[src/sv/quadrotor_motor_mixer_assert.svh]
// Assertion helpers shared by the mixer modules. Every check is sampled on
// the rising clock edge and is switched off while reset is high.
`ifndef QUADROTOR_MOTOR_MIXER_ASSERT_SVH
`define QUADROTOR_MOTOR_MIXER_ASSERT_SVH

// A property that must hold on every edge outside reset.
`define QMM_ASSERT(label, prop, msg) \
   label: assert property (@(posedge clock) disable iff (reset) prop) else $error(msg);

// A consequence that must hold in the same cycle as its cause.
`define QMM_ASSERT_NOW(label, ante, cons, msg) \
   `QMM_ASSERT(label, (ante) |-> (cons), msg)

// A consequence that must hold in the cycle after its cause.
`define QMM_ASSERT_NEXT(label, ante, cons, msg) \
   `QMM_ASSERT(label, (ante) |=> (cons), msg)

`endif

[src/sv/qmm_pkg.sv]
`default_nettype none

package qmm_pkg;

   // Port widths.
   localparam int IN_W       = 32;
   localparam int OUT_W      = 16;
   localparam int CSR_IDX_W  = 2;
   localparam int CSR_DATA_W = 32;
   localparam int GAIN_W     = 32;
   localparam int COEF_W     = 24;
   localparam int MOTORS     = 4;

   // Register indexes.
   localparam logic [CSR_IDX_W-1:0] CSR_INV_K         = CSR_IDX_W'(0);
   localparam logic [CSR_IDX_W-1:0] CSR_INV_TWO_ARM   = CSR_IDX_W'(1);
   localparam logic [CSR_IDX_W-1:0] CSR_INV_FOUR_DRAG = CSR_IDX_W'(2);

   // Mixing: thrust/4 in Q.16 equals thrust shifted into Q.32 by 14 bits.
   localparam int THRUST_SHIFT = 14;
   localparam int THRUST_W     = IN_W + THRUST_SHIFT;
   localparam int TORQUE_W     = IN_W + COEF_W;
   localparam int MIX_W        = TORQUE_W + 2;
   localparam int MAG_W        = MIX_W - 1;

   // Gain product, split in two partial products.
   localparam int LO_W      = 32;
   localparam int HI_W      = MAG_W - LO_W;
   localparam int LO_PROD_W = LO_W + GAIN_W;
   localparam int HI_PROD_W = HI_W + GAIN_W;
   localparam int CAP_EXP   = 62;
   localparam int HI_KEEP   = CAP_EXP - LO_W;
   localparam int SUM_W     = LO_PROD_W + 1;
   localparam logic [SUM_W-1:0] SUM_CAP = SUM_W'(1) << CAP_EXP;
   localparam int RAD_SHIFT = 8;
   localparam int RAD_W     = CAP_EXP - RAD_SHIFT + 1;
   localparam logic [RAD_W-1:0] RAD_CAP = RAD_W'(1) << (RAD_W - 1);

   // Square root, two result bits per cycle.
   localparam int ROOT_W    = (RAD_W + 1) / 2;
   localparam int REM_W     = ROOT_W + 2;
   localparam int SQ_STEPS  = 2;
   localparam int SQ_CYCLES = ROOT_W / SQ_STEPS;
   localparam int SQ_CNT_W  = $clog2(SQ_CYCLES);
   localparam logic [SQ_CNT_W-1:0] SQ_LAST = SQ_CNT_W'(SQ_CYCLES - 1);

   // Queue between the front and the back.
   localparam int QDEPTH = 2;
   localparam int QPTR_W = $clog2(QDEPTH);
   localparam int QCNT_W = $clog2(QDEPTH + 1);

   // PWM mapping.
   localparam int PWM_OFFSET = 667;
   localparam int PWM_LOW    = 1075;
   localparam int PWM_HIGH   = 1950;
   localparam int FRAC_ONE   = 65536;
   localparam int Q14_ONE    = 16384;
   localparam int SPAN       = (PWM_HIGH - PWM_LOW) * 4;
   localparam int NUM_BIAS   = (PWM_LOW + PWM_HIGH - 2 * PWM_OFFSET) * FRAC_ONE;
   localparam int ROOT_LO_SAT = (NUM_BIAS - SPAN * Q14_ONE) / 2;
   localparam int ROOT_HI_SAT = (NUM_BIAS + SPAN * Q14_ONE) / 2;
   localparam int X_BIAS      = 2 * ROOT_LO_SAT;
   localparam int X_W         = 27;
   localparam int RECIP_SHIFT = 40;
   localparam int RECIP_W     = 29;
   localparam logic [RECIP_W-1:0] RECIP = RECIP_W'((64'd1 << RECIP_SHIFT) / SPAN);
   localparam int PROD_W = X_W + RECIP_W;
   localparam int QUO_W  = 15;
   localparam int RES_W  = 13;

   typedef logic [MOTORS-1:0][RAD_W-1:0] rad_set_type;

   typedef struct packed {
      logic        valid;
      rad_set_type rad;
   } rad_req_type;

   typedef struct packed {
      logic                           valid;
      logic [MOTORS-1:0][ROOT_W-1:0]  root;
   } root_res_type;

   typedef struct packed {
      logic                          valid;
      logic [MOTORS-1:0][OUT_W-1:0]  motor;
   } drive_type;

   typedef struct packed {
      logic [REM_W-1:0]  rem;
      logic [ROOT_W-1:0] root;
   } sq_state_type;

   // One digit of the restoring square root: bring down two radicand bits
   // and try to append a one to the partial root.
   function automatic sq_state_type sq_step(input sq_state_type cur,
                                            input logic [1:0] pair);
      logic [REM_W+1:0] rem2;
      logic [REM_W+1:0] trial;
      logic [REM_W+1:0] diff;
      sq_state_type     nxt;
      rem2  = {cur.rem, pair};
      trial = {2'b00, cur.root, 2'b01};
      diff  = rem2 - trial;
      if (rem2 >= trial) begin
         nxt.rem  = diff[REM_W-1:0];
         nxt.root = {cur.root[ROOT_W-2:0], 1'b1};
      end else begin
         nxt.rem  = rem2[REM_W-1:0];
         nxt.root = {cur.root[ROOT_W-2:0], 1'b0};
      end
      return nxt;
   endfunction

endpackage

`default_nettype wire

[src/sv/qmm_queue.sv]
`default_nettype none
`include "quadrotor_motor_mixer_assert.svh"

module qmm_queue import qmm_pkg::*; (
   input  logic        clock,
   input  logic        reset,
   input  rad_req_type push,
   output logic        full,
   input  logic        pop,
   output rad_req_type head
);

   rad_set_type ent_ff [QDEPTH];
   rad_set_type ent_in;
   logic [QPTR_W-1:0] wr_ptr_ff, wr_ptr_in;
   logic [QPTR_W-1:0] rd_ptr_ff, rd_ptr_in;
   logic [QCNT_W-1:0] count_ff, count_in;
   logic do_push;
   logic do_pop;

   function automatic logic [QPTR_W-1:0] ptr_next(input logic [QPTR_W-1:0] p);
      return (p == QPTR_W'(QDEPTH - 1)) ? '0 : p + 1'b1;
   endfunction

   assign full    = (count_ff == QCNT_W'(QDEPTH));
   assign do_push = push.valid && !full;
   assign do_pop  = pop && (count_ff != '0);
   assign ent_in  = push.rad;

   assign head.valid = (count_ff != '0);
   assign head.rad   = ent_ff[rd_ptr_ff];

   always_comb begin
      wr_ptr_in = do_push ? ptr_next(wr_ptr_ff) : wr_ptr_ff;
      rd_ptr_in = do_pop ? ptr_next(rd_ptr_ff) : rd_ptr_ff;
      unique case ({do_push, do_pop})
         2'b10:   count_in = count_ff + 1'b1;
         2'b01:   count_in = count_ff - 1'b1;
         default: count_in = count_ff;
      endcase
   end

   always_ff @(posedge clock) begin
      if (reset) begin
         wr_ptr_ff <= '0;
         rd_ptr_ff <= '0;
         count_ff  <= '0;
      end else begin
         wr_ptr_ff <= wr_ptr_in;
         rd_ptr_ff <= rd_ptr_in;
         count_ff  <= count_in;
      end
   end

   always_ff @(posedge clock) begin
      if (do_push) begin
         ent_ff[wr_ptr_ff] <= ent_in;
      end
   end

   `QMM_ASSERT(qmm_queue_bound, count_ff <= QCNT_W'(QDEPTH), "queue holds more than its depth")
   `QMM_ASSERT_NOW(qmm_queue_pop, pop, count_ff != '0, "pop from an empty queue")

endmodule

`default_nettype wire

[config.mk]
export PLATFORM = sky130hd
export DESIGN_NAME = qmm_queue
export DESIGN_NICKNAME = d
export VERILOG_FILES = /design/src/sv/qmm_pkg.sv /design/src/sv/qmm_queue.sv
export VERILOG_INCLUDE_DIRS = /design/src /design/src/sv
export SDC_FILE = /design/constraint.sdc
export NUM_CORES = 1
export LEC_CHECK = 0
export BUFFER_PORTS_ARGS = -buffer_cell sky130_fd_sc_hd__buf_2
export CAP_MARGIN = 20
export CORE_ASPECT_RATIO = 0.75
export CORE_UTILIZATION = 56
export CTS_CLUSTER_SIZE = 20
export DETAILED_ROUTE_END_ITERATION = 10
export PLACE_DENSITY = 0.82
export SKIP_CTS_REPAIR_TIMING = 1
export SYNTH_ARGS = -nofsm -noshare
export SYNTH_HDL_FRONTEND = slang
export SYNTH_SLANG_ARGS = --single-unit
export TNS_END_PERCENT = 1
[constraint.sdc]
create_clock -name clock -period 10.8 [get_ports clock]
set_input_delay 0.54 -clock clock [delete_from_list [all_inputs] [get_ports clock]]
set_output_delay 0.54 -clock clock [all_outputs]
set_load 0.05 [all_outputs]
# == Word level (Yosys, flattened, before mapping) ==
# Memories as Yosys holds them, arrays and structs flattened. A register that Yosys moved wholly into a read port is not among the register bits.
# Index checks and enable logic that the tools add are counted.
# word_totals
register_bits,4
ramBits,440
inputBits,224
out_inout_bits,222
elab_cells,23
mem_count,1
# memory_table
name,words,word_bits,rd,rd_ports_with_merged_regs,wr,line_no,rtl
ent_ff,2,220,1,1,1,qmm_queue.sv:13,rad_set_type ent_ff [QDEPTH];
# classes
n_addsub,4
n_eq_ne,3
n_mux,7
reduce_logical,5
# ops
operator,n
$mux 1,6
$eq 2x2->1 const B,2
$pmux 2 s2,1
$reduce_bool 2->1,2
$add 1x1->1 const B,2
$add 2x1->2 const B,1
$eq 2x1->1 const B,1
$logic_and 1x1->1,2
$sub 2x1->2 const B,1
$logic_not 1->1,1

# == Longest topological paths before layout ==
# depth
ltp_word,5
mapped_depth,6

# == Least setup slack after synthesis ==
# No wires, ideal clock.
# synth_path
path_type,input port to flip-flop
start,in push[220] (netlist bit)
end,"mem ent_ff[1][0] (netlist bit), enable pin"
setup_time_ns,0.609
t_arrival_ns,5.610
required_ns,10.191
path_slack_ns,4.581
cell_stages,1
path_buffers,0
path_cell_list,and3_1
# synth_between
elab_chain_cells,3
# synth_rtl
element,line_no,rtl
"start, declared",qmm_queue.sv:7,"input rad_req_type push,"
$logic_and 1x1->1,qmm_queue.sv:26,assign do_push = push.valid && !full;
$mux 1,qmm_queue.sv:56,if (do_push) begin
$mux 1 (implied by the code),qmm_queue.sv:57,ent_ff[wr_ptr_ff] <= ent_in;
"end, declared",qmm_queue.sv:13,
# Every way passes these cells.

==> run metrics <==
P_leak 7.398 nW; most numerous cell in the Yosys netlist edfxtp_1; site row count 53; top cells by area, synth edfxtp_1 82%, mux2_2 15%, buf_4 0.93%; synthesized instance count 710; Die X 197.7 µm; top_reg_cell synth edfxtp_1; All-Layer GR Usage 21.48%; IO Count 446; final hold vios 0; Seq/Total Area, Yosys 82.76%; status completed; first-pass GRT wire length 47.20 mm; number of synthesized register bits 445; largest net degree at the start of global routing 150; min Tclk post-route 3.739 ns; most frequent cells after synthesis 440 x edfxtp_1, 220 x mux2_2, 20 x buf_4, 5 x dfxtp_1, 4 x buf_2; GR peak layer met2; TritonRoute pass-1 iters 4; final clock skew 0.01757 ns; YS warnings 0; clk slew on worst S/H paths 0.06 ns; Worst setup SP type flop; Final GP Congestion 0.7562; xor/xnor share of the synthesized area 0.1633%; CTS tree done; Final Routed Wirelength 33.06 mm; Worst R2R End ent_ff[0][105]$_DFFE_PP_; Initial Utilization 57.21%; cts bufs inserted 41; Wirelength per Cell 20.63 µm; Synth Cell Area 16,090 µm²; largest family of logic cells by synthesized area multiplexers; worst hold path type input pin to flop; CP endpoint kind primary output; Critical Path RT 10.26 ns; share of layout cells above drive strength 1 60.15%; Synth cell types 19; post-synthesis adder-cell area fraction 0.07778%; Power Total 5.638 mW; Skew-Pair Late Insertion Delay 0.52 ns; Overflow after GRT 0; Fillers 1,764; Root Buffer clkbuf_16; Worst-Margin Slew 1.096 ns; # nets final 1,405; Max Fclk 267.5 MHz; Yosys top cell by area edfxtp_1; mux cell area share after synthesis 15.40%; Die ar. 29,410 µm²; pwr dens 283.0 nW/µm²; core area 28,120 µm²; drt initial violations 365; DP HPWL 21.85 mm; number of global-route vias before repair 8,532; Worst Path Arrival 3.20 ns; Slew HR 26.95%; post-synth net total 935; RR Startpoint count_ff[0]$_SDFFE_PP0P_; Post-synth EDFFs 440; total number of H-tree levels 2; DRC errors left 0; CTS Sinks 445; I/O Buffers 445; simple-gate share of the synthesized area 0.3033%; DRT antenna net count 0; Mean Syn Cell Area 22.66 µm²; reg2reg setup slack 7.63 ns; worst hold stages 1; unrepaired setup endpoints after global routing false; Total Neg Setup Slack 0 ns; CP Max Fanout 78; Synth Area in Compound Gates 0.1711%; Yosys top cell area share 82.13%; Area Overhead vs Synth 23.84%; Max clock buf depth 3; worst vdd ir 0.0001930 V; via/cell ratio 5.241; M1 GR Usage 23.94%; fin crit share 34.62%; # setup viols final 0; met2 Resource Use GR 37.31%; antenna violations before repair 7; Crit Path Category flop to primary output; fin. max-slew vios 0; Vias 8,401; worst reg-to-reg path cell count 5; asr flop ratio synth 0%; die height 148.8 µm; number of max-cap violations 0; met3 usage 8.569%; Critical Path End head[55]
## cell usage in the layout, fill, tap and decap left out, drive strengths merged
master and n:
a21oi 2, and3 1, buf 451, clkbuf 52, clkinv 20, clkinvlp 2, dfxtp 5, diode 6
edfxtp 440, ha 1, inv 4, mux2 220, nand2 1, nand2b 1, nor2 3, o21a 1
o21ai 2, or2 1, or3 2, xnor2 2, xor2 1
## metal layers
layer	share of wire [%]	routed length, µm	up-vias
li1	-	-	3782
met1	35	11740	4192
met2	51	17000	352
met3	10	3419	71
met4	2.7	881	4
met5	0.073	24	-
## kinds of logic after synthesis
| family | Yosys count |
|---|---|
| AND/OR/NAND/NOR | 9 |
| buffers and inverters | 27 |
| XOR/XNOR | 3 |
| multiplexers | 220 |
| flip-flops | 445 |
| adder cells (fa/ha/maj) | 1 |
| AO/OA/AOI/OAI | 5 |
## worst max-delay path, cell delays in order (launching register included)
cell and delay, ns:
dfxtp_4 1.03, buf_4 0.83, mux2_2 0.43, buf_2 0.22
## layout make-up
class                   count  area [µm²]  share of cell area [%]
clock inverters            23       110.1                  0.5527
clock buffers              52        1110                   5.571
inverters                   3       18.77                 0.09421
diodes                      6       15.01                 0.07537
repair buffers            451        2272                   11.41
multi-input cells         238        2597                   13.04
well taps                 385       481.7                   2.418
flip-flops and latches    445       13320                   66.84
## power breakdown
| group | leakage [nW] | switching (mW) | internal, mW |
|---|---|---|---|
| clock | 0.591 | 0.582 | 0.728 |
| combinational | 2.65 | 1.51 | 0.541 |
| sequential | 4.16 | 0.0937 | 2.18 |
| total | 7.40 | 2.19 | 3.45 |
## metrics by stage
stage	hold slack (ns)	utilization, %	instances	instance area, µm²	worst slack (ns)
finish	0.1990	70.85	1603	19920	7.061
global route	0.1706	70.83	1601	19920	6.864
floorplan	0.4518	-	710	16090	4.581
detailed placement	0.4876	66.46	1522	18690	7.492
CTS	0.1693	70.80	1597	19910	7.021
global placement	0.4794	66.46	1522	18690	7.487
## sequential cells by signal (all words and copies together) (netlist names), named ones only
name,count
count_ff,2
rd_ptr_ff,1
ent_ff,440
wr_ptr_ff,1
## worst min-delay path by stage
stage / from / end / slack, ns
floorplan: wr_ptr_ff$_SDFFE_PP0P_ / wr_ptr_ff$_SDFFE_PP0P_ / 0.45
global placement: wr_ptr_ff$_SDFFE_PP0P_ / wr_ptr_ff$_SDFFE_PP0P_ / 0.48
detailed placement: wr_ptr_ff$_SDFFE_PP0P_ / wr_ptr_ff$_SDFFE_PP0P_ / 0.49
CTS: push[83] / ent_ff[1][83]$_DFFE_PP_ / 0.17
global route: push[83] / ent_ff[0][83]$_DFFE_PP_ / 0.17
finish: push[199] / ent_ff[0][199]$_DFFE_PP_ / 0.20
Note: power is estimated with default switching activity, not from simulation.
