File: src/sv/quadrotor_motor_mixer_assert.svh
// Assertion helpers shared by the mixer modules. Every check is sampled on
// the rising clock edge and is switched off while reset is high.
`ifndef QUADROTOR_MOTOR_MIXER_ASSERT_SVH
`define QUADROTOR_MOTOR_MIXER_ASSERT_SVH

// A property that must hold on every edge outside reset.
`define QMM_ASSERT(label, prop, msg) \
   label: assert property (@(posedge clock) disable iff (reset) prop) else $error(msg);

// A consequence that must hold in the same cycle as its cause.
`define QMM_ASSERT_NOW(label, ante, cons, msg) \
   `QMM_ASSERT(label, (ante) |-> (cons), msg)

// A consequence that must hold in the cycle after its cause.
`define QMM_ASSERT_NEXT(label, ante, cons, msg) \
   `QMM_ASSERT(label, (ante) |=> (cons), msg)

`endif

File: src/sv/qmm_pkg.sv
`default_nettype none

package qmm_pkg;

   // Port widths.
   localparam int IN_W       = 32;
   localparam int OUT_W      = 16;
   localparam int CSR_IDX_W  = 2;
   localparam int CSR_DATA_W = 32;
   localparam int GAIN_W     = 32;
   localparam int COEF_W     = 24;
   localparam int MOTORS     = 4;

   // Register indexes.
   localparam logic [CSR_IDX_W-1:0] CSR_INV_K         = CSR_IDX_W'(0);
   localparam logic [CSR_IDX_W-1:0] CSR_INV_TWO_ARM   = CSR_IDX_W'(1);
   localparam logic [CSR_IDX_W-1:0] CSR_INV_FOUR_DRAG = CSR_IDX_W'(2);

   // Mixing: thrust/4 in Q.16 equals thrust shifted into Q.32 by 14 bits.
   localparam int THRUST_SHIFT = 14;
   localparam int THRUST_W     = IN_W + THRUST_SHIFT;
   localparam int TORQUE_W     = IN_W + COEF_W;
   localparam int MIX_W        = TORQUE_W + 2;
   localparam int MAG_W        = MIX_W - 1;

   // Gain product, split in two partial products.
   localparam int LO_W      = 32;
   localparam int HI_W      = MAG_W - LO_W;
   localparam int LO_PROD_W = LO_W + GAIN_W;
   localparam int HI_PROD_W = HI_W + GAIN_W;
   localparam int CAP_EXP   = 62;
   localparam int HI_KEEP   = CAP_EXP - LO_W;
   localparam int SUM_W     = LO_PROD_W + 1;
   localparam logic [SUM_W-1:0] SUM_CAP = SUM_W'(1) << CAP_EXP;
   localparam int RAD_SHIFT = 8;
   localparam int RAD_W     = CAP_EXP - RAD_SHIFT + 1;
   localparam logic [RAD_W-1:0] RAD_CAP = RAD_W'(1) << (RAD_W - 1);

   // Square root, two result bits per cycle.
   localparam int ROOT_W    = (RAD_W + 1) / 2;
   localparam int REM_W     = ROOT_W + 2;
   localparam int SQ_STEPS  = 2;
   localparam int SQ_CYCLES = ROOT_W / SQ_STEPS;
   localparam int SQ_CNT_W  = $clog2(SQ_CYCLES);
   localparam logic [SQ_CNT_W-1:0] SQ_LAST = SQ_CNT_W'(SQ_CYCLES - 1);

   // Queue between the front and the back.
   localparam int QDEPTH = 2;
   localparam int QPTR_W = $clog2(QDEPTH);
   localparam int QCNT_W = $clog2(QDEPTH + 1);

   // PWM mapping.
   localparam int PWM_OFFSET = 667;
   localparam int PWM_LOW    = 1075;
   localparam int PWM_HIGH   = 1950;
   localparam int FRAC_ONE   = 65536;
   localparam int Q14_ONE    = 16384;
   localparam int SPAN       = (PWM_HIGH - PWM_LOW) * 4;
   localparam int NUM_BIAS   = (PWM_LOW + PWM_HIGH - 2 * PWM_OFFSET) * FRAC_ONE;
   localparam int ROOT_LO_SAT = (NUM_BIAS - SPAN * Q14_ONE) / 2;
   localparam int ROOT_HI_SAT = (NUM_BIAS + SPAN * Q14_ONE) / 2;
   localparam int X_BIAS      = 2 * ROOT_LO_SAT;
   localparam int X_W         = 27;
   localparam int RECIP_SHIFT = 40;
   localparam int RECIP_W     = 29;
   localparam logic [RECIP_W-1:0] RECIP = RECIP_W'((64'd1 << RECIP_SHIFT) / SPAN);
   localparam int PROD_W = X_W + RECIP_W;
   localparam int QUO_W  = 15;
   localparam int RES_W  = 13;

   typedef logic [MOTORS-1:0][RAD_W-1:0] rad_set_type;

   typedef struct packed {
      logic        valid;
      rad_set_type rad;
   } rad_req_type;

   typedef struct packed {
      logic                           valid;
      logic [MOTORS-1:0][ROOT_W-1:0]  root;
   } root_res_type;

   typedef struct packed {
      logic                          valid;
      logic [MOTORS-1:0][OUT_W-1:0]  motor;
   } drive_type;

   typedef struct packed {
      logic [REM_W-1:0]  rem;
      logic [ROOT_W-1:0] root;
   } sq_state_type;

   // One digit of the restoring square root: bring down two radicand bits
   // and try to append a one to the partial root.
   function automatic sq_state_type sq_step(input sq_state_type cur,
                                            input logic [1:0] pair);
      logic [REM_W+1:0] rem2;
      logic [REM_W+1:0] trial;
      logic [REM_W+1:0] diff;
      sq_state_type     nxt;
      rem2  = {cur.rem, pair};
      trial = {2'b00, cur.root, 2'b01};
      diff  = rem2 - trial;
      if (rem2 >= trial) begin
         nxt.rem  = diff[REM_W-1:0];
         nxt.root = {cur.root[ROOT_W-2:0], 1'b1};
      end else begin
         nxt.rem  = rem2[REM_W-1:0];
         nxt.root = {cur.root[ROOT_W-2:0], 1'b0};
      end
      return nxt;
   endfunction

endpackage

`default_nettype wire

File: src/sv/qmm_root.sv
`default_nettype none
`include "quadrotor_motor_mixer_assert.svh"

module qmm_root import qmm_pkg::*; (
   input  logic         clock,
   input  logic         reset,
   input  rad_req_type  head,
   output logic         pop,
   output root_res_type res
);

   logic run_ff, run_in;
   logic [SQ_CNT_W-1:0] cnt_ff, cnt_in;
   logic [MOTORS-1:0][2*ROOT_W-1:0] rad_ff, rad_in;
   sq_state_type [MOTORS-1:0] sq_ff, sq_in, sq_next;
   logic res_valid_ff, res_valid_in;
   logic [MOTORS-1:0][ROOT_W-1:0] res_root_ff, res_root_in;
   logic finish;
   logic load;

   // The next radicand set is taken in the same cycle the last digits retire.
   assign finish = run_ff && (cnt_ff == SQ_LAST);
   assign load   = head.valid && (!run_ff || finish);
   assign pop    = load;

   always_comb begin
      sq_state_type st;
      st = '0;
      for (int k = 0; k < MOTORS; k++) begin
         st = sq_ff[k];
         for (int j = 0; j < SQ_STEPS; j++) begin
            st = sq_step(st, rad_ff[k][2*ROOT_W-1-2*j -: 2]);
         end
         sq_next[k] = st;
      end
   end

   always_comb begin
      run_in = run_ff;
      cnt_in = cnt_ff;
      rad_in = rad_ff;
      sq_in  = sq_ff;
      if (load) begin
         run_in = 1'b1;
         cnt_in = '0;
         sq_in  = '0;
         for (int k = 0; k < MOTORS; k++) begin
            rad_in[k] = {{(2*ROOT_W-RAD_W){1'b0}}, head.rad[k]};
         end
      end else if (run_ff) begin
         run_in = !finish;
         cnt_in = cnt_ff + 1'b1;
         sq_in  = sq_next;
         for (int k = 0; k < MOTORS; k++) begin
            rad_in[k] = rad_ff[k] << (2 * SQ_STEPS);
         end
      end
      res_valid_in = finish;
      for (int k = 0; k < MOTORS; k++) begin
         res_root_in[k] = sq_next[k].root;
      end
   end

   assign res.valid = res_valid_ff;
   assign res.root  = res_root_ff;

   always_ff @(posedge clock) begin
      if (reset) begin
         run_ff       <= 1'b0;
         cnt_ff       <= '0;
         res_valid_ff <= 1'b0;
      end else begin
         run_ff       <= run_in;
         cnt_ff       <= cnt_in;
         res_valid_ff <= res_valid_in;
      end
   end

   always_ff @(posedge clock) begin
      rad_ff      <= rad_in;
      sq_ff       <= sq_in;
      res_root_ff <= res_root_in;
   end

   `QMM_ASSERT_NEXT(qmm_root_count, run_ff && !finish,
                    run_ff && cnt_ff == $past(cnt_ff) + 1'b1, "root iteration count skipped")

endmodule

`default_nettype wire

File: config.mk
export PLATFORM = sky130hd
export DESIGN_NAME = qmm_root
export DESIGN_NICKNAME = d
export VERILOG_FILES = /design/src/sv/qmm_pkg.sv /design/src/sv/qmm_root.sv
export VERILOG_INCLUDE_DIRS = /design/src /design/src/sv
export SDC_FILE = /design/constraint.sdc
export NUM_CORES = 2
export LEC_CHECK = 0
export BUFFER_PORTS_ARGS = -buffer_cell sky130_fd_sc_hd__buf_2
export CAP_MARGIN = 25
export CORE_UTILIZATION = 61
export CTS_BUF_LIST = sky130_fd_sc_hd__clkbuf_16
export DETAILED_ROUTE_END_ITERATION = 8
export HOLD_SLACK_MARGIN = 0.15
export PLACE_DENSITY = 0.88
export SLEW_MARGIN = 0
export SYNTH_ARGS = -nofsm -noshare
export SYNTH_HDL_FRONTEND = slang
export SYNTH_SLANG_ARGS = --single-unit
File: constraint.sdc
create_clock -name clock -period 8 [get_ports clock]
set_clock_uncertainty 0.15 [all_clocks]
set_input_delay 0.8 -clock clock [delete_from_list [all_inputs] [get_ports clock]]
set_output_delay 0.8 -clock clock [all_outputs]
set_load 0.1 [all_outputs]
=== Word-level counts from Yosys, hierarchy flattened ===
Cells that the tools add are included.

* $add $sub $neg: 9
* Magnitude comparators: 8
* Equality and inequality tests: 1
* Multiplexer cells: 12
* Reductions and logical operators: 7

{| class="wikitable"
|+ Operators by type and width
! cell !! count
|-
| 58-bit two-way mux || 8
|-
| 223-bit two-way mux || 2
|-
| 32-bit by 30-bit >= comparator with 1-bit output || 8
|-
| 30-bit subtractor || 8
|-
| 4-bit by 1-bit adder with 4-bit output (second input constant) || 1
|-
| 4-bit equality test (second input constant) || 1
|-
| 1-bit logical AND || 2
|-
| 1-bit logical NOT || 2
|-
| 1-bit two-way mux || 2
|-
| 2-bit nonzero test || 1
|-
| 2-bit OR reduction || 1
|-
| 1-bit logical OR || 1
|}

* Register bits after elaboration: 574
* Output and inout bits: 114
* Logic and storage cells: 60

=== Logic depth before layout (Yosys ltp) ===
* Depth after elaboration: 5
* Gate-level depth with buffers: 28

=== Worst setup path after synthesis ===
Ideal clock, no wire load.

* Path kind: input -> register
* From: input port head[220] (netlist bit)
* To: register rad_ff[0] (netlist bit), enable pin
* Library setup time: 0.570 ns
* Data arrival time: 5.340 ns
* Required time: 7.280 ns
* Path slack: 1.939 ns
* Cell stages on the path: 3
* Cells stage by stage: nor2_1 -> clkbuf_1 -> inv_1

* Word-level cells in the longest chain between the ends: 2

{| class="wikitable"
|+ RTL lines
! element !! RTL line !! RTL
|-
| from (decl) || qmm_root.sv:7 || <nowiki>input rad_req_type head,</nowiki>
|-
| 1-bit logical AND || qmm_root.sv:23 || <nowiki>assign load = head.valid && (!run_ff || finish);</nowiki>
|-
| 2-bit nonzero test (no line) || n/a ||
|-
| to (signal assigned) || qmm_root.sv:80 || <nowiki>rad_ff <= rad_in;</nowiki>
|-
| to (decl) || qmm_root.sv:14 || <nowiki>logic [MOTORS-1:0][2*ROOT_W-1:0] rad_ff, rad_in;</nowiki>
|}

No other way between the ends.
A chain may end at the register's enable or synchronous reset.

=== Final worst setup path ===
* From: register sq_ff[79] (netlist bit)
* To: register sq_ff[89] (netlist bit)

* Word-level cells in the longest chain between the ends: 4
* Elaborated cells between the ends (all ways): 6

{| class="wikitable"
|+ RTL lines
! element !! RTL line !! RTL
|-
| from (decl) || qmm_root.sv:15 || <nowiki>sq_state_type [MOTORS-1:0] sq_ff, sq_in, sq_next;</nowiki>
|-
| from (signal assigned) || qmm_root.sv:81 || <nowiki>sq_ff <= sq_in;</nowiki>
|-
| 32-bit by 30-bit >= comparator with 1-bit output / 30-bit subtractor (equally long branches) || qmm_pkg.sv:104, qmm_pkg.sv:103 ||
|-
| 58-bit two-way mux * || qmm_pkg.sv:104 || <nowiki>if (rem2 >= trial) begin</nowiki>
|-
| 30-bit subtractor / 32-bit by 30-bit >= comparator with 1-bit output (equally long branches) || qmm_pkg.sv:103, qmm_pkg.sv:104 ||
|-
| 58-bit two-way mux * || qmm_pkg.sv:104 ||
|}

Every way passes the cells marked *; elsewhere a longest branch is shown, timed or not.

==> metrics.txt <==
status=finished with violations; failing checks=design-rule violations; Final Max Tran Viols=0; Post-CTS Setup Inserts=0; # DRC=2; Mean Syn Cell Area=between 8 and 9 um^2; CP arrival=7.44 ns; Slew @ Worst Pin=a little over 1 ns; Crit. End Element=register; Most used DFF post-synth=dfxtp_1; DIE AREA=around 59000 um^2; Max-Cap Viols=0; RSZ-0062 raised after global routing=false; Post-Synthesis Cell Area=35600 um^2; Post-Synthesis Net Count=4666; # nets final=4883; Synth warnings=0; Final Hold Viols=0; core area=57700 um^2; post-layout min period=7.04 ns; antenna-violating nets left=0; setup TNS=0 ns; startpoint types=register; post-synthesis sequential area ratio=38.5%; Crit Path Max Fanout=36; # setup viols final=0; flops & latches, synth=574; CTS Hold Buffers Added=0; Final period util=~90%; count of cell types in the netlist=102; Port Buf Inserts=336; Synth Instances=4201; Inserted Clock Buffers=between 60 and 70; CP required=8.39 ns; Iteration-0 DRC Markers=about 3000; initial core utilization=approximately three fifths; wire per inst=~19 um; vias in the first global route=30377; Core Rows=88; overall routing resource usage=32.4%; hold crit path type=register to register; via count=32153; FFs w/ async S/R, synth=0%; Clock Latency Late Sink=0.65 ns; H-tree levels=2; HPWL Detailed=70100 um; die width=243 um; grt total ovfl=0; slew margin rel.=31.7%; initial antenna violation count=17; Resized cells post-CTS=0; clock slew at reported path FFs=0.07 ns; placer congestion estimate=0.958; Hold WS=0.230 ns; I/O pin cnt=337; number of flops mapped to enable cells by yosys=220; detailed-route vias per instance=6.13; DIE HEIGHT=243 um; CTS tree=built; drt first pass iters=8; final WL=99900 um; root buffer cell=clkbuf_16; share of cells above drive strength 1=11.9%; crit path kind=register to register; clk sink count=approximately 570; Max Buffers Root-to-Sink=3; first-pass GRT wire length=157000 um; maximum number of pins on one net before global-route repair=249; Syn-to-layout area delta=11.4%; FMAX=about 0.14 GHz
==> layout by cell type, fill, tap and decap left out, types with 10 or more instances in the layout <==
cell,count
dfxtp_1,353
o21ai_0,478
a21o_1,118
edfxtp_1,220
a311oi_1,17
ha_1,242
mux2_2,11
clkinv_2,14
nand4_1,33
o21a_1,18
a211oi_1,41
nor2_1,286
o31a_1,10
xnor2_1,116
a31oi_1,59
nor3_1,59
or3_1,18
o31ai_1,19
and3_1,41
nand2_1,696
mux2i_1,175
buf_4,25
buf_2,336
xor2_1,83
clkbuf_16,62
nand3_1,56
a21oi_1,304
nand2b_1,32
and2_1,33
inv_1,198
nor2b_1,27
o21bai_1,26
o211ai_1,24
and4_1,13
==> flip-flops by register name, summed over array words and instances (netlist names) <==
| signal | flops |
|---|---|
| sq_ff | 232 |
| rad_ff | 224 |
| res | 112 |
| cnt_ff | 4 |
| res_valid_ff | 1 |
| run_ff | 1 |
==> Yosys cell counts (60+ instances only) <==
cell      instances  area (um^2)
edfxtp_1        220         6610
a21o_1          118          886
clkbuf_1        182          683
ha_1            242         3030
nor3_1           60          300
nor2_1          288         1080
inv_1           187          702
a21oi_1         304         1520
dfxtp_1         354         7090
xnor2_1         116         1020
xor2_1           83          727
nand2_1         697         2620
mux2i_1         175         1750
o21ai_0         478         2390
==> critical path, cell delays in order (launching register included) <==
cell	delay [ns]
dfxtp_1	0.38
inv_1	0.08
ha_1	0.35
a21oi_1	0.29
o21bai_1	0.12
nor4_1	0.66
nor2_1	0.17
nor2_4	0.71
buf_4	0.34
nor3b_1	0.07
mux2i_1	0.14
nand2_1	0.09
ha_1	0.34
a21o_1	0.17
a21o_1	0.16
a21oi_1	0.24
o21ai_1	0.14
a221o_1	0.40
or4_1	0.52
o32ai_4	0.28
and2_1	0.45
buf_4	0.24
nor3_1	0.06
a311o_1	0.33
==> metal layers <==
metal | share of wire (%) | up-vias | track usage, %
li1 | - | 15457 | -
met1 | 41 | 14972 | 41.8
met2 | 46 | 1441 | 53.3
met3 | 9.1 | 261 | 6.90
met4 | 3.3 | 22 | 11.8
met5 | 0.13 | - | 0
==> cells by family after synthesis <==
group | count (synthesis) | synth area share (%)
buffers and inverters | 405 | 4.59
adders and majority gates | 242 | 8.51
AOI/OAI and AO/OA | 1240 | 21.3
DFF | 574 | 38.5
muxes | 186 | 5.27
and+or+nand+nor | 1355 | 16.9
xor gates and xnor gates | 199 | 4.90
==> final timing paths <==
| path | startpoint | end | slack (ns) | cells past startpoint |
|---|---|---|---|---|
| hold reg to reg | sq_ff[77] | res[49] | 0.23 | 0 |
| setup / recovery | sq_ff[79] | sq_ff[89] | 0.96 | 23 |
| setup reg to reg | sq_ff[79] | sq_ff[89] | 0.96 | 23 |
| hold / removal | sq_ff[77] | res[49] | 0.23 | 0 |
==> area by class of cell <==
cell class                      instances  area [um^2]
Timing Repair Buffer                  364         1940
Sequential cell                       574        13700
Inverter                              195          762
Fill cell                            4511        18100
Clock buffer                           62         1550
Multi-Input combinational cell       3222        20300
Clock inverter                         52          423
Tap cell                              765          957
Antenna cell                            8         20.0
==> per-stage QoR <==
stage          std cells  setup WS, ns  cell area, um^2  utilization (%)
2_1_floorplan       4201          1.94            35600                -
3_3_place_gp        5119          1.34            37600             65.2
3_5_place_dp        5119          1.10            37600             65.2
4_1_cts             5233          1.11            39600             68.6
5_1_grt             5237         0.551            39600             68.7
6_report            5242         0.956            39600             68.7
Power is not shown: default switching activity piles up to over one toggle a cycle in this logic, so the estimate is an artifact.
