File: config.mk
export PLATFORM = sky130hd
export DESIGN_NAME = qmm_scale
export DESIGN_NICKNAME = d
export VERILOG_FILES = /design/src/sv/qmm_pkg.sv /design/src/sv/qmm_scale.sv
export VERILOG_INCLUDE_DIRS = /design/src /design/src/sv
export SDC_FILE = /design/constraint.sdc
export NUM_CORES = 2
export LEC_CHECK = 0
export ABC_AREA = 0
export BUFFER_PORTS_ARGS = -buffer_cell sky130_fd_sc_hd__clkbuf_2
export CORE_ASPECT_RATIO = 1.5
export CORE_MARGIN = 2
export CORE_UTILIZATION = 56
export CTS_CLUSTER_SIZE = 10
export DETAILED_ROUTE_END_ITERATION = 10
export GPL_ROUTABILITY_DRIVEN = 0
export PLACE_DENSITY = 0.73
export SLEW_MARGIN = 20
export SYNTH_ARGS = -nofsm -noshare
export SYNTH_HDL_FRONTEND = slang
export SYNTH_SLANG_ARGS = --single-unit
File: constraint.sdc
create_clock -name clock -period 8.3 [get_ports clock]
set_clock_uncertainty 0.2 [all_clocks]
set_input_delay 1.245 -clock clock [delete_from_list [all_inputs] [get_ports clock]]
set_output_delay 1.245 -clock clock [all_outputs]
set_load 0.1 [all_outputs]
File: src/sv/quadrotor_motor_mixer_assert.svh
// Assertion helpers shared by the mixer modules. Every check is sampled on
// the rising clock edge and is switched off while reset is high.
`ifndef QUADROTOR_MOTOR_MIXER_ASSERT_SVH
`define QUADROTOR_MOTOR_MIXER_ASSERT_SVH

// A property that must hold on every edge outside reset.
`define QMM_ASSERT(label, prop, msg) \
   label: assert property (@(posedge clock) disable iff (reset) prop) else $error(msg);

// A consequence that must hold in the same cycle as its cause.
`define QMM_ASSERT_NOW(label, ante, cons, msg) \
   `QMM_ASSERT(label, (ante) |-> (cons), msg)

// A consequence that must hold in the cycle after its cause.
`define QMM_ASSERT_NEXT(label, ante, cons, msg) \
   `QMM_ASSERT(label, (ante) |=> (cons), msg)

`endif

File: src/sv/qmm_pkg.sv
`default_nettype none

package qmm_pkg;

   // Port widths.
   localparam int IN_W       = 32;
   localparam int OUT_W      = 16;
   localparam int CSR_IDX_W  = 2;
   localparam int CSR_DATA_W = 32;
   localparam int GAIN_W     = 32;
   localparam int COEF_W     = 24;
   localparam int MOTORS     = 4;

   // Register indexes.
   localparam logic [CSR_IDX_W-1:0] CSR_INV_K         = CSR_IDX_W'(0);
   localparam logic [CSR_IDX_W-1:0] CSR_INV_TWO_ARM   = CSR_IDX_W'(1);
   localparam logic [CSR_IDX_W-1:0] CSR_INV_FOUR_DRAG = CSR_IDX_W'(2);

   // Mixing: thrust/4 in Q.16 equals thrust shifted into Q.32 by 14 bits.
   localparam int THRUST_SHIFT = 14;
   localparam int THRUST_W     = IN_W + THRUST_SHIFT;
   localparam int TORQUE_W     = IN_W + COEF_W;
   localparam int MIX_W        = TORQUE_W + 2;
   localparam int MAG_W        = MIX_W - 1;

   // Gain product, split in two partial products.
   localparam int LO_W      = 32;
   localparam int HI_W      = MAG_W - LO_W;
   localparam int LO_PROD_W = LO_W + GAIN_W;
   localparam int HI_PROD_W = HI_W + GAIN_W;
   localparam int CAP_EXP   = 62;
   localparam int HI_KEEP   = CAP_EXP - LO_W;
   localparam int SUM_W     = LO_PROD_W + 1;
   localparam logic [SUM_W-1:0] SUM_CAP = SUM_W'(1) << CAP_EXP;
   localparam int RAD_SHIFT = 8;
   localparam int RAD_W     = CAP_EXP - RAD_SHIFT + 1;
   localparam logic [RAD_W-1:0] RAD_CAP = RAD_W'(1) << (RAD_W - 1);

   // Square root, two result bits per cycle.
   localparam int ROOT_W    = (RAD_W + 1) / 2;
   localparam int REM_W     = ROOT_W + 2;
   localparam int SQ_STEPS  = 2;
   localparam int SQ_CYCLES = ROOT_W / SQ_STEPS;
   localparam int SQ_CNT_W  = $clog2(SQ_CYCLES);
   localparam logic [SQ_CNT_W-1:0] SQ_LAST = SQ_CNT_W'(SQ_CYCLES - 1);

   // Queue between the front and the back.
   localparam int QDEPTH = 2;
   localparam int QPTR_W = $clog2(QDEPTH);
   localparam int QCNT_W = $clog2(QDEPTH + 1);

   // PWM mapping.
   localparam int PWM_OFFSET = 667;
   localparam int PWM_LOW    = 1075;
   localparam int PWM_HIGH   = 1950;
   localparam int FRAC_ONE   = 65536;
   localparam int Q14_ONE    = 16384;
   localparam int SPAN       = (PWM_HIGH - PWM_LOW) * 4;
   localparam int NUM_BIAS   = (PWM_LOW + PWM_HIGH - 2 * PWM_OFFSET) * FRAC_ONE;
   localparam int ROOT_LO_SAT = (NUM_BIAS - SPAN * Q14_ONE) / 2;
   localparam int ROOT_HI_SAT = (NUM_BIAS + SPAN * Q14_ONE) / 2;
   localparam int X_BIAS      = 2 * ROOT_LO_SAT;
   localparam int X_W         = 27;
   localparam int RECIP_SHIFT = 40;
   localparam int RECIP_W     = 29;
   localparam logic [RECIP_W-1:0] RECIP = RECIP_W'((64'd1 << RECIP_SHIFT) / SPAN);
   localparam int PROD_W = X_W + RECIP_W;
   localparam int QUO_W  = 15;
   localparam int RES_W  = 13;

   typedef logic [MOTORS-1:0][RAD_W-1:0] rad_set_type;

   typedef struct packed {
      logic        valid;
      rad_set_type rad;
   } rad_req_type;

   typedef struct packed {
      logic                           valid;
      logic [MOTORS-1:0][ROOT_W-1:0]  root;
   } root_res_type;

   typedef struct packed {
      logic                          valid;
      logic [MOTORS-1:0][OUT_W-1:0]  motor;
   } drive_type;

   typedef struct packed {
      logic [REM_W-1:0]  rem;
      logic [ROOT_W-1:0] root;
   } sq_state_type;

   // One digit of the restoring square root: bring down two radicand bits
   // and try to append a one to the partial root.
   function automatic sq_state_type sq_step(input sq_state_type cur,
                                            input logic [1:0] pair);
      logic [REM_W+1:0] rem2;
      logic [REM_W+1:0] trial;
      logic [REM_W+1:0] diff;
      sq_state_type     nxt;
      rem2  = {cur.rem, pair};
      trial = {2'b00, cur.root, 2'b01};
      diff  = rem2 - trial;
      if (rem2 >= trial) begin
         nxt.rem  = diff[REM_W-1:0];
         nxt.root = {cur.root[ROOT_W-2:0], 1'b1};
      end else begin
         nxt.rem  = rem2[REM_W-1:0];
         nxt.root = {cur.root[ROOT_W-2:0], 1'b0};
      end
      return nxt;
   endfunction

endpackage

`default_nettype wire

File: src/sv/qmm_scale.sv
`default_nettype none
`include "quadrotor_motor_mixer_assert.svh"

module qmm_scale import qmm_pkg::*; (
   input  logic         clock,
   input  logic         reset,
   input  root_res_type root_in,
   output drive_type    drv
);

   localparam int MAP_STAGES = 4;

   logic v1_ff, v1_in, v2_ff, v2_in, v3_ff, v3_in, v4_ff, v4_in;
   logic [MOTORS-1:0] lo1_ff, lo1_in, hi1_ff, hi1_in;
   logic [MOTORS-1:0] lo2_ff, hi2_ff, lo3_ff, hi3_ff;
   logic [MOTORS-1:0][X_W-1:0] x1_ff, x1_in, x2_ff;
   logic [MOTORS-1:0][PROD_W-1:0] prod2_ff, prod2_in;
   logic [MOTORS-1:0][QUO_W-1:0] q3_ff, q3_in;
   logic [MOTORS-1:0][RES_W-1:0] r3_ff, r3_in;
   logic [MOTORS-1:0][OUT_W-1:0] motor_ff, motor_in;

   assign v1_in = root_in.valid;
   assign v2_in = v1_ff;
   assign v3_in = v2_ff;
   assign v4_in = v3_ff;

   // Stage 1: x = 2*width - 3025.0 + 1.0 full scale, plus saturation flags.
   always_comb begin
      logic [ROOT_W+1:0] xf;
      xf = '0;
      for (int k = 0; k < MOTORS; k++) begin
         xf = {1'b0, root_in.root[k], 1'b0} - (ROOT_W+2)'(X_BIAS);
         x1_in[k]  = xf[X_W-1:0];
         lo1_in[k] = (root_in.root[k] <= ROOT_W'(ROOT_LO_SAT));
         hi1_in[k] = (root_in.root[k] >= ROOT_W'(ROOT_HI_SAT));
      end
   end

   // Stage 2: quotient estimate by the span reciprocal.
   always_comb begin
      for (int k = 0; k < MOTORS; k++) begin
         prod2_in[k] = x1_ff[k] * RECIP;
      end
   end

   // Stage 3: the estimate is exact or one short; keep the remainder to tell.
   always_comb begin
      logic [X_W-1:0] qs;
      logic [X_W-1:0] diff;
      qs   = '0;
      diff = '0;
      for (int k = 0; k < MOTORS; k++) begin
         q3_in[k] = prod2_ff[k][RECIP_SHIFT+QUO_W-1:RECIP_SHIFT];
         qs       = X_W'(q3_in[k]) * X_W'(SPAN);
         diff     = x2_ff[k] - qs;
         r3_in[k] = diff[RES_W-1:0];
      end
   end

   // Stage 4: correct and saturate.
   always_comb begin
      logic [OUT_W-1:0] quo;
      quo = '0;
      for (int k = 0; k < MOTORS; k++) begin
         quo = {1'b0, q3_ff[k]} + OUT_W'(r3_ff[k] >= RES_W'(SPAN));
         priority if (lo3_ff[k]) begin
            motor_in[k] = OUT_W'(-Q14_ONE);
         end else if (hi3_ff[k]) begin
            motor_in[k] = OUT_W'(Q14_ONE);
         end else begin
            motor_in[k] = quo - OUT_W'(Q14_ONE);
         end
      end
   end

   assign drv.valid = v4_ff;
   assign drv.motor = motor_ff;

   always_ff @(posedge clock) begin
      if (reset) begin
         v1_ff <= 1'b0;
         v2_ff <= 1'b0;
         v3_ff <= 1'b0;
         v4_ff <= 1'b0;
      end else begin
         v1_ff <= v1_in;
         v2_ff <= v2_in;
         v3_ff <= v3_in;
         v4_ff <= v4_in;
      end
   end

   always_ff @(posedge clock) begin
      lo1_ff   <= lo1_in;
      hi1_ff   <= hi1_in;
      x1_ff    <= x1_in;
      lo2_ff   <= lo1_ff;
      hi2_ff   <= hi1_ff;
      x2_ff    <= x1_ff;
      prod2_ff <= prod2_in;
      lo3_ff   <= lo2_ff;
      hi3_ff   <= hi2_ff;
      q3_ff    <= q3_in;
      r3_ff    <= r3_in;
      motor_ff <= motor_in;
   end

   `QMM_ASSERT_NOW(qmm_scale_latency, v4_ff, $past(root_in.valid, MAP_STAGES),
                   "drive strobe without a root")

endmodule

`default_nettype wire

# Word-level counts from Yosys, hierarchy flattened
# Cells that the tools add are included.
dict set report word_totals {
  input_bits 115
  elab_cells 82
  register_bits 584
  output_inout_bits 65
}
dict set report op_classes {
  mux 4
  addsub 16
  order_cmp 12
  multipliers 8
  reduce_logical 4
}
# cell count
set ops {}
lappend ops {{$mul A27 B29 Y55 const B} 4}
lappend ops {{$ge A28 B27 Y1 const B} 4}
lappend ops {{$le A28 B25 Y1 const B} 4}
lappend ops {{$sub A27 B26 Y27 const B} 4}
lappend ops {{$add A15 B1 Y16} 4}
lappend ops {{$mux W16} 4}
lappend ops {{$sub A16 B15 Y16 const B} 4}
lappend ops {{$mul A15 B10 Y11 const B} 4}
lappend ops {{$ge A13 B12 Y1 const B} 4}
lappend ops {{$sub A13 B13 Y13} 4}
lappend ops {{$reduce_or A2 Y1} 4}

# Longest topological paths before layout
dict set report depth {
  depth_word 4
  depth_mapped 26
}

# Worst setup path after synthesis
# OpenSTA, ideal clock, no wires.
dict set report synth_timing {
  kind {register to register}
  from {register x1_ff[10] in the netlist's numbering}
  to {register prod2_ff[54] in the netlist's numbering}
  arrival_ps 6422
  path_stages_with_launch 26
  path_slack_ps 1557
  cell_sequence {dfxtp_1 -> inv_1 -> fa_1 -> inv_1 -> fa_1 -> inv_1 -> fa_1 -> inv_1 -> fa_1 -> inv_1 -> fa_1 -> inv_1 -> fa_1 -> inv_1 -> fa_1 -> inv_1 -> ha_1 -> and3_1 -> nand2_1 -> nor4_2 -> a211oi_2 -> o21ai_2 -> a31oi_2 -> o31ai_2 -> a21oi_1 -> xnor2_1}
}
# element line
set synth_lines {}
lappend synth_lines {{from (decl)} qmm_scale.sv:16} ;# logic [MOTORS-1:0][X_W-1:0] x1_ff, x1_in, x2_ff;
lappend synth_lines {{from (signal assigned)} qmm_scale.sv:96} ;# x1_ff <= x1_in;
lappend synth_lines {{to (signal assigned)} qmm_scale.sv:100} ;# prod2_ff <= prod2_in;
lappend synth_lines {{to (decl)} qmm_scale.sv:17} ;# logic [MOTORS-1:0][PROD_W-1:0] prod2_ff, prod2_in;

==> flow_metrics.tcl <==
set metrics [dict create \
    status "complete, no violations" \
    reg2reg_slack_ns 0.66 \
    critical_path.max_stage_delay_ns 0.66 \
    layout-drive-gt1-share_pct 4.87 \
    die_y_um 415 \
    cp_common_cell "inv_1" \
    hp-class "flip-flop to flip-flop" \
    routed_via_density 5.33 \
    yosysUniqueCellTypes 74 \
    synth_nets 8634 \
    dpl.hpwl_mm 141 \
    route.met2.wl_mm 80.8 \
    rr_worst_depth 25 \
    final.setup.worst_slack_ns 0.662 \
    syn_area_per_cell_um2 10.4 \
    slowest_stage "fa_1" \
    drtIter0Drc 1889 \
    period_needed_ns 7.64 \
    grt_usage_pct 28.5 \
    worst-path-max-fanout 8 \
    crit_arrival_ns 7.93 \
    fillCellCount 9193 \
    placed_cell_area_mm2 0.0660 \
    yosysWarnings 0 \
    syn_area_mm2 0.0632 \
    clockBufferDepth 3 \
    ys_ff_latch 404 \
    end_kind "flip-flop" \
    crit_end "prod2_ff[222]$_DFF_P_" \
    worst_pin_slew_ns 1.08 \
    initial_core_util_pct 56.6 \
    ys.flop_type "dfxtp_1" \
    grt_pass1_vias 47817 \
    routed.top_layer "met5" \
    clock_sinks 404 \
    layout_common_cells "inv_1 (1937), ha_1 (1259), fa_1 (1188)" \
    r2r_end "prod2_ff[222]$_DFF_P_" \
    portBuffers 179 \
    finalSetupViolCount 0 \
    insertion_delay_ns 0.61 \
    drc 0 \
    die_area_mm2 0.116 \
    place_ws_ns 0.674 \
    yosys.area.top_type "fa_1" \
    fmax_mhz 131 \
    max_slew_margin_pct 27.7 \
    num_vias 41403 \
    die_w_um 278 \
    cts-root-buf "clkbuf_16" \
    path_buf_inv 8 \
    drtAntennaViolNets 0 \
    post-route-cell-area_mm2 0.0674 \
    cts_setup_buffers 0 \
    core_mm2 0.112 \
    antenna_found_initial 2 \
    synth.area.top_cells "fa_1 (38%), ha_1 (25%), dfxtp_1 (13%)" \
    grt_first_pass_wirelength_mm 252 \
    period_share_pct 92.0 \
    grt_setup_unrepaired "false" \
    r2r-start "x1_ff[91]$_DFF_P_" \
    m1WireLength_mm 55.6 \
    cts_max_level 2 \
    cts_buffers 49 \
    holdWs_ns 0.124 \
    cts_hold_buf 0 \
    met3_length_mm 6.50 \
    rows 150 \
    clkSlewWorstSetupHoldPaths_ns 0.06 \
    cts_resized 0 \
    critical_path_depth 25 \
    cp_top_family "adder cells" \
    start_kind "flip-flop" \
    cts_tree "built" \
    area_growth_pct 6.64 \
    final_common_cell "inv_1" \
    maxSlewViolCount 0 \
    grt_max_degree 15 \
    final_nets 8870 \
    max-cap-violations 0 \
    ios 180 \
    netlist_instances 6072 \
    grt_overflow_total 0 \
    worst-setup-path-type "flip-flop to flip-flop" \
    hold_violations 0 \
    startpoint "x1_ff[91]$_DFF_P_" \
    worstPathRequired_ns 8.60 \
    synth_top_area_share_pct 37.6 \
    first_pass_iters 7 \
    synth-async-reset-ratio_pct 0 \
    ys_seq_area_share_pct 12.8 \
    finalSetupTns_ns 0 \
    wl_mm 157 \
    synth_edf_count 0 \
    wl_per_cell_um 20.3 \
]
## synthesized netlist by cell type, types with 11 or more instances
library cell / number
inv_1: 1937
ha_1: 1259
fa_1: 1188
dfxtp_1: 404
xnor2_1: 167
a21oi_1: 160
nor2_1: 121
a21o_1: 106
o21ai_0: 95
xor2_1: 90
nand2_1: 82
nand3_1: 46
nand4_1: 42
nand2b_1: 32
nor3_1: 29
nor2b_1: 28
and3_1: 22
o21a_1: 20
o21bai_1: 18
a21boi_0: 16
a211oi_1: 15
clkbuf_1: 14
nor4_1: 14
or3_1: 14
and2_1: 11
o211ai_1: 11
or2_2: 11
## worst min path at each step
stage | to | slack, ns | cells past startpoint | start
5_1_grt | lo3_ff[2]$_DFF_P_ | 0.13 | 0 | lo2_ff[2]$_DFF_P_
4_1_cts | q3_ff[29]$_DFF_P_ | 0.12 | 0 | prod2_ff[110]$_DFF_P_
2_1_floorplan | hi2_ff[0]$_DFF_P_ | 0.11 | 0 | hi1_ff[0]$_DFF_P_
6_report | q3_ff[29]$_DFF_P_ | 0.12 | 0 | prod2_ff[110]$_DFF_P_
3_3_place_gp | hi2_ff[3]$_DFF_P_ | 0.11 | 0 | hi1_ff[3]$_DFF_P_
3_5_place_dp | q3_ff[11]$_DFF_P_ | 0.11 | 0 | prod2_ff[51]$_DFF_P_
## cell families after synthesis
group	Yosys count	share of synthesized area, %
adder cells (fa/ha/maj)	2447	62.6
buffers and inverters	1952	11.6
AO/OA/AOI/OAI	528	5.51
AND/OR/NAND/NOR	484	3.95
flip-flops	404	12.8
XOR/XNOR	257	3.56
## per-layer routing
metal,vias up,GRT usage (%)
met5,-,0
met3,636,3.51
li1,19014,-
met2,1205,51.5
met1,20546,30.4
met4,2,21.5
## state kept, by name (all words and copies together) (netlist names), 4 cells and up
| signal | flops |
|---|---|
| q3_ff | 60 |
| hi3_ff | 4 |
| hi2_ff | 4 |
| r3_ff | 44 |
| x1_ff | 104 |
| lo1_ff | 4 |
| prod2_ff | 60 |
| drv | 64 |
| hi1_ff | 4 |
| lo2_ff | 4 |
| x2_ff | 44 |
| lo3_ff | 4 |
## per-stage QoR
stage          std cells  util, %
2_1_floorplan       6072        -
5_1_grt             7766     60.3
6_report            7767     60.3
3_5_place_dp        7701     59.1
4_1_cts             7766     60.3
3_3_place_gp        7701     59.1
## final cells by class
| type | instances | area (um2) | share of cell area (%) |
|---|---|---|---|
| Sequential cell | 404 | 8090 | 12.0 |
| Clock inverter | 9 | 106 | 0.158 |
| Clock buffer | 56 | 1280 | 1.90 |
| Inverter | 1937 | 7270 | 10.8 |
| Tap cell | 1444 | 1810 | 2.68 |
| Multi-Input combinational cell | 3716 | 47800 | 70.9 |
| Timing Repair Buffer | 200 | 1050 | 1.56 |
| Antenna cell | 1 | 2.50 | 0.00371 |
Power is left out: the tool's default activity adds up to more than one toggle a clock period on the data nets, which glitch-free logic cannot reach.
